**config.mk**
```make
export PLATFORM = sky130hd
export DESIGN_NAME = hba_ctrl
export DESIGN_NICKNAME = d
export VERILOG_FILES = /design/src/hdl/hba_pkg.sv /design/src/hdl/hba_ctrl.sv
export SDC_FILE = /design/constraint.sdc
export NUM_CORES = 1
export LEC_CHECK = 0
export ABC_AREA = 1
export ABC_CLOCK_PERIOD_IN_PS = 800
export BUFFER_PORTS_ARGS = -buffer_cell sky130_fd_sc_hd__buf_2
export CORE_AREA = 3 3 40 42
export DETAILED_ROUTE_END_ITERATION = 6
export DIE_AREA = 0 0 43 45
export SLEW_MARGIN = 20
export SYNTH_ARGS = -nofsm -noshare
export SYNTH_HDL_FRONTEND = slang
export SYNTH_SLANG_ARGS = --single-unit
export TNS_END_PERCENT = 10
```
**constraint.sdc**
```tcl
create_clock -name i_clk -period 0.8 [get_ports i_clk]
set_input_delay 0.12 -clock i_clk [delete_from_list [all_inputs] [get_ports i_clk]]
set_output_delay 0.12 -clock i_clk [all_outputs]
set_load 0.05 [all_outputs]
```
**src/hdl/hba_pkg.sv**
```systemverilog
// shared types and constants of the histogram bin accumulator
`timescale 1ns / 1ps

package hba_pkg;

    localparam int MAX_BINS = 4096;
    localparam int ADDR_W   = $clog2(MAX_BINS);
    localparam int SQ_W     = 2 * ADDR_W;
    localparam int NB_W     = 13;
    localparam int BIN_W    = 17;
    localparam int RIDX_W   = 12;
    localparam int LIM_W    = BIN_W + 1;

    localparam logic [NB_W-1:0] NUM_BINS_RST = NB_W'(4096);

    localparam logic [1:0] CMD_ADD   = 2'd0;
    localparam logic [1:0] CMD_READ  = 2'd1;
    localparam logic [1:0] CMD_CLEAR = 2'd2;

    typedef enum logic [1:0] {
        ST_IDLE,
        ST_READ,
        ST_UPDATE,
        ST_CLEAR
    } t_state;

    typedef struct packed {
        logic load;
        logic lookup;
        logic update;
        logic clear;
        logic clr_begin;
        logic clr_report;
    } t_dp_cmd;

    typedef struct packed {
        logic start_clear;
        logic clr_last;
    } t_dp_status;

endpackage

```
**src/hdl/hba_ctrl.sv**
```systemverilog
// sequencing state machine of the histogram bin accumulator
`timescale 1ns / 1ps

module hba_ctrl (
    input  logic               i_clk,
    input  logic               i_rst_n,
    input  logic               i_start,
    input  hba_pkg::t_dp_status i_status,
    output hba_pkg::t_dp_cmd   o_cmd,
    output logic               o_busy
);

    hba_pkg::t_state r_state, n_state;
    logic            r_report, n_report;
    logic            accept;

    assign accept = (r_state == hba_pkg::ST_IDLE) && i_start;

    always_ff @(posedge i_clk) begin
        if (!i_rst_n) begin
            r_state  <= hba_pkg::ST_CLEAR;   // clearing pass after reset
            r_report <= 1'b0;
        end else begin
            r_state  <= n_state;
            r_report <= n_report;
        end
    end

    // next state
    always_comb begin
        n_state  = r_state;
        n_report = r_report;
        unique case (r_state)
            hba_pkg::ST_IDLE: begin
                if (i_start) begin
                    if (i_status.start_clear) begin
                        n_state  = hba_pkg::ST_CLEAR;
                        n_report = 1'b1;
                    end else begin
                        n_state = hba_pkg::ST_READ;
                    end
                end
            end
            hba_pkg::ST_READ: begin
                n_state = hba_pkg::ST_UPDATE;
            end
            hba_pkg::ST_UPDATE: begin
                n_state = hba_pkg::ST_IDLE;
            end
            hba_pkg::ST_CLEAR: begin
                if (i_status.clr_last) begin
                    n_state  = hba_pkg::ST_IDLE;
                    n_report = 1'b0;
                end
            end
            default: begin
                n_state = hba_pkg::ST_IDLE;
            end
        endcase
    end

    // outputs
    always_comb begin
        o_cmd            = '0;
        o_cmd.load       = accept;
        o_cmd.clr_begin  = accept && i_status.start_clear;
        o_cmd.lookup     = (r_state == hba_pkg::ST_READ);
        o_cmd.update     = (r_state == hba_pkg::ST_UPDATE);
        o_cmd.clear      = (r_state == hba_pkg::ST_CLEAR);
        o_cmd.clr_report = (r_state == hba_pkg::ST_CLEAR) && r_report;
        o_busy           = (r_state != hba_pkg::ST_IDLE);
    end

endmodule

```
Word-level counts from Yosys, hierarchy flattened
Index checks and enable logic that the tools add are counted.

Bits in registers: 3. Input bits: 5. Output and inout bits: 7. Logic and storage cells: 24.

Eq/ne operators: 6. Mux-type cells: 8. Reductions and logical operators: 8.

Operators by type and width (count): $pmux W2 S4 (1); $mux W2 (3); $ne A2 B2 Y1 const B (3); $eq A2 B2 Y1 const B (2); $reduce_and A4 Y1 (1); $reduce_bool A2 Y1 (2); $logic_and A1 B1 Y1 (3); $mux W1 (3); $eq A2 B1 Y1 const B (1); $logic_not A2 Y1 (1); $pmux W1 S2 (1); $reduce_and A2 Y1 (1).

Longest topological paths before layout
Word-level depth: 3. Mapped depth: 4. Gate-level depth less buffers: 4.

Worst setup path after synthesis
Ideal clock, no wire load.

Kind: reg-to-output. Start: reg r_state[0]. End: out o_cmd[0] in the netlist's numbering. Arrival time: 1117 ps. Data required time: 680 ps. Slack: -437 ps. Stages on the path, launching flop included: 3. Path buffers: 0. Path through: dfxtp_1 nand2_1 nor2_1.

RTL lines: from (decl) (RTL line hba_ctrl.sv:13) `hba_pkg::t_state r_state, n_state;`; from (signal assigned) (RTL line hba_ctrl.sv:21) `r_state <= hba_pkg::ST_CLEAR;`; from (signal assigned) (RTL line hba_ctrl.sv:24) `r_state <= n_state;`; to (decl) (RTL line hba_ctrl.sv:9) `output hba_pkg::t_dp_cmd o_cmd,`.

==> summary.md <==
| Metric | Value |
|---|---|
| ANT cells | `0` |
| GPL Wtd Cong | `0.653` |
| Slew @ Worst Pin | `around 0.13 ns` |
| Vias | `205` |
| Final worst slack | `-0.357 ns` |
| Failing checks | `setup timing` |
| #FFs+latches synth | `3` |
| Clock root cell | `clkbuf_4` |
| Routed len/inst | `about 7.0 microns` |
| Post-layout util | `approximately 30%` |
| Worst setup path end | `o_cmd[1]` |
| FMAX | `0.865 GHz` |
| Outcome | `finished with violations` |
| I/O pin count | `12` |
| CP Cell Sequence | `nor2_4 -> nand3_2 -> clkinvlp_4 -> buf_8` |
| Critical Path Fanout Max | `3` |
| Clock Latency Late Sink | `0.23 ns` |
| Multiplexer share of the synthesized area | `0%` |
| First-pass detailed-route iteration total | `2` |
| # setup viols final | `9` |
| Post-synthesis compound-gate area fraction | `6.15%` |
| FP Rows | `13` |
| Worst r2r src | `r_state[1]` |
| Final period utilization | `145%` |
| Core Area | `1280 sq um` |
| Worst IR Drop VDD | `0.574 mV` |
| Clk pin slew, worst setup/hold paths | `0.04 ns` |
| Synthesis-to-finish area growth | `133%` |
| Post-synthesis sequential area ratio | `36.9%` |
| Adder-cell share of the synthesized area | `0%` |
| Commonest non-fill, non-tap cell in the layout | `buf_6` |
| Post-Synth Simple-Gate Area | `a little under a third` |
| Clock Skews | `0.000204 ns` |
| CTS Buf Count | `3` |
| Final hold violation count | `0` |
| Vias in the first global route | `208` |
| Layout cells sized above 1 | `68.2%` |
| Width of the chip | `43 microns` |
| Sink Count | `3` |
| # DRC | `0` |
| Tmin final | `~1.2 ns` |
| First-pass GRT wire length | `765 microns` |
| PD cells | `1870 nW/um^2` |
| Leading area contributor after synthesis | `dfxtp_1` |
| Initial Util | `12.7%` |
| H-tree level count | `1` |
| HPWL Detailed | `333 microns` |
| Cts hold-fix bufs | `0` |
| RSZ-0062 raised after global routing | `true` |
| Total die area | `1940 sq um` |
| Slew Limit Fails | `0` |
| Top cell type's share of synthesized area | `36.9%` |
| Max incr delay on CP | `roughly 0.34 ns` |
| Cell variety after synth | `10` |
| Worst r2r path cells | `4` |
| Largest family of logic cells by synthesized area | `simple AND/OR/NAND/NOR gates` |
| Critical path origin | `r_state[1]` |
| PnR Total Power | `711 uW` |
| Layout Cells excl Fill | `between 50 and 60` |
| Critical path class | `flop to output port` |
| CP arrival | `1.04 ns` |
| Starting DRT DRC Count | `6` |
| Maximum number of pins on one net before global-route repair | `5` |
| Initial antenna violation count | `0` |
| CTS tree | `yes` |
| XOR/XNOR share of the synthesized area | `0%` |
| Placed cell count | `55` |
| Leakage | `0.174 nW` |
| Via density | `3.47` |
| Crit start category | `flop` |
| Syn_area_per_cell | `6.26 sq um` |
| Worst Path Required | `0.68 ns` |
| Placement Setup Slack | `-0.205 ns` |
| Clock Tree Buf Depth | `2` |
| Post-CTS Setup Bufs | `0` |
| Slowest cell on crit path | `dfxtp_2` |
| Ranking of synthesized cells by area | `dfxtp_1 (37%), inv_1 (21%), nand2_1 (9.2%), nor2_1 (9.2%), nand3_2 (6.2%)` |
| Mapped Area | `163 sq um` |
| Worst min path class | `primary input to flop` |
| Reg2Reg Setup Slack | `-0.10 ns` |
| Max-Cap Viols | `0` |
| GR Util All Layers | `~5.7%` |
| Slew headroom | `91.2%` |
| Routed Antenna Nets | `0` |
| Syn Nets | `31` |
| Synthesized instance count | `26` |
| Synth warnings | `0` |
| Final wirelength | `413 microns` |
| Most frequent cells in the layout | `buf_6 (6), inv_1 (5), buf_2 (4), buf_4 (4)` |
| Final #Nets | `50` |
| GRT overflow | `0` |
| Worst setup EP type | `output port` |
| Die Y | `45 microns` |
| Port Buffers | `11` |
| Reg2Reg Capture Point | `r_report` |
==> kinds of logic after synthesis <==
kind of cell,Yosys count
AOI/OAI and AO/OA,2
buffers and inverters,10
and+or+nand+nor,11
DFF,3
==> critical path, delay by kind of cell, from the launching register on <==
kind                   cells  cell delay (ns)
and+or+nand+nor            2             0.24
buffers and inverters      2             0.22
DFF                        1             0.34
==> Yosys cell counts <==
master / count
a21oi_1: 1
buf_4: 1
dfxtp_1: 3
inv_1: 9
nand2_1: 4
nand3_1: 1
nand3_2: 1
nor2_1: 4
nor2_2: 1
o21ai_1: 1
==> state kept, by name, summed over array words and instances (netlist names) <==
| register | count |
|---|---|
| r_state | 2 |
| r_report | 1 |
==> report_power, final <==
part / switching (mW) / internal (mW) / total [mW]
Clock: 0.0789 / 0.187 / 0.266
Sequential: 0.0224 / 0.165 / 0.187
Combinational: 0.159 / 0.0986 / 0.258
Total: 0.261 / 0.450 / 0.711
==> stage by stage <==
stage          cell area [sq um]  setup TNS (ns)  hold WS (ns)
2_1_floorplan                209          -0.364         0.248
3_3_place_gp                 305           -1.03         0.380
3_5_place_dp                 305           -1.05         0.387
4_1_cts                      379           -2.35         0.148
5_1_grt                      379           -2.82         0.155
6_report                     379           -2.23         0.152
==> timing repair <==
| action | 4_1_cts | 5_1_grt |
|---|---|---|
| resized for setup | 15 | 0 |
| hold endpoints to repair | 0 | 0 |
| setup endpoints to repair | 10 | 10 |
| pin swaps | 1 | 1 |
==> layout make-up <==
| class | instances | area (sq um) |
|---|---|---|
| Multi-Input combinational cell | 13 | 91.3 |
| Timing Repair Buffer | 15 | 133 |
| Sequential cell | 3 | 65.1 |
| Tap cell | 15 | 18.8 |
| Clock buffer | 4 | 26.3 |
| Fill cell | 149 | 906 |
| Inverter | 9 | 45.0 |
==> how the worst min path moves through the flow <==
stage          startpoint          to  slack, ns  cells past startpoint
6_report          i_rst_n    r_report       0.15                      3
5_1_grt           i_rst_n    r_report       0.16                      3
4_1_cts           i_rst_n    r_report       0.15                      3
3_5_place_dp      i_rst_n    r_report       0.39                      3
3_3_place_gp      i_rst_n    r_report       0.38                      3
2_1_floorplan     i_start  r_state[0]       0.25                      2
==> metal layers <==
layer / vias up / share of wire, % / global-route usage, %
met3: 0 / 12 / 3.19
met5: - / 0 / 0
li1: 110 / - / -
met1: 85 / 42 / 5.76
met2: 10 / 46 / 7.49
met4: 0 / 0 / 7.23
(Power assumes the default switching activity.)
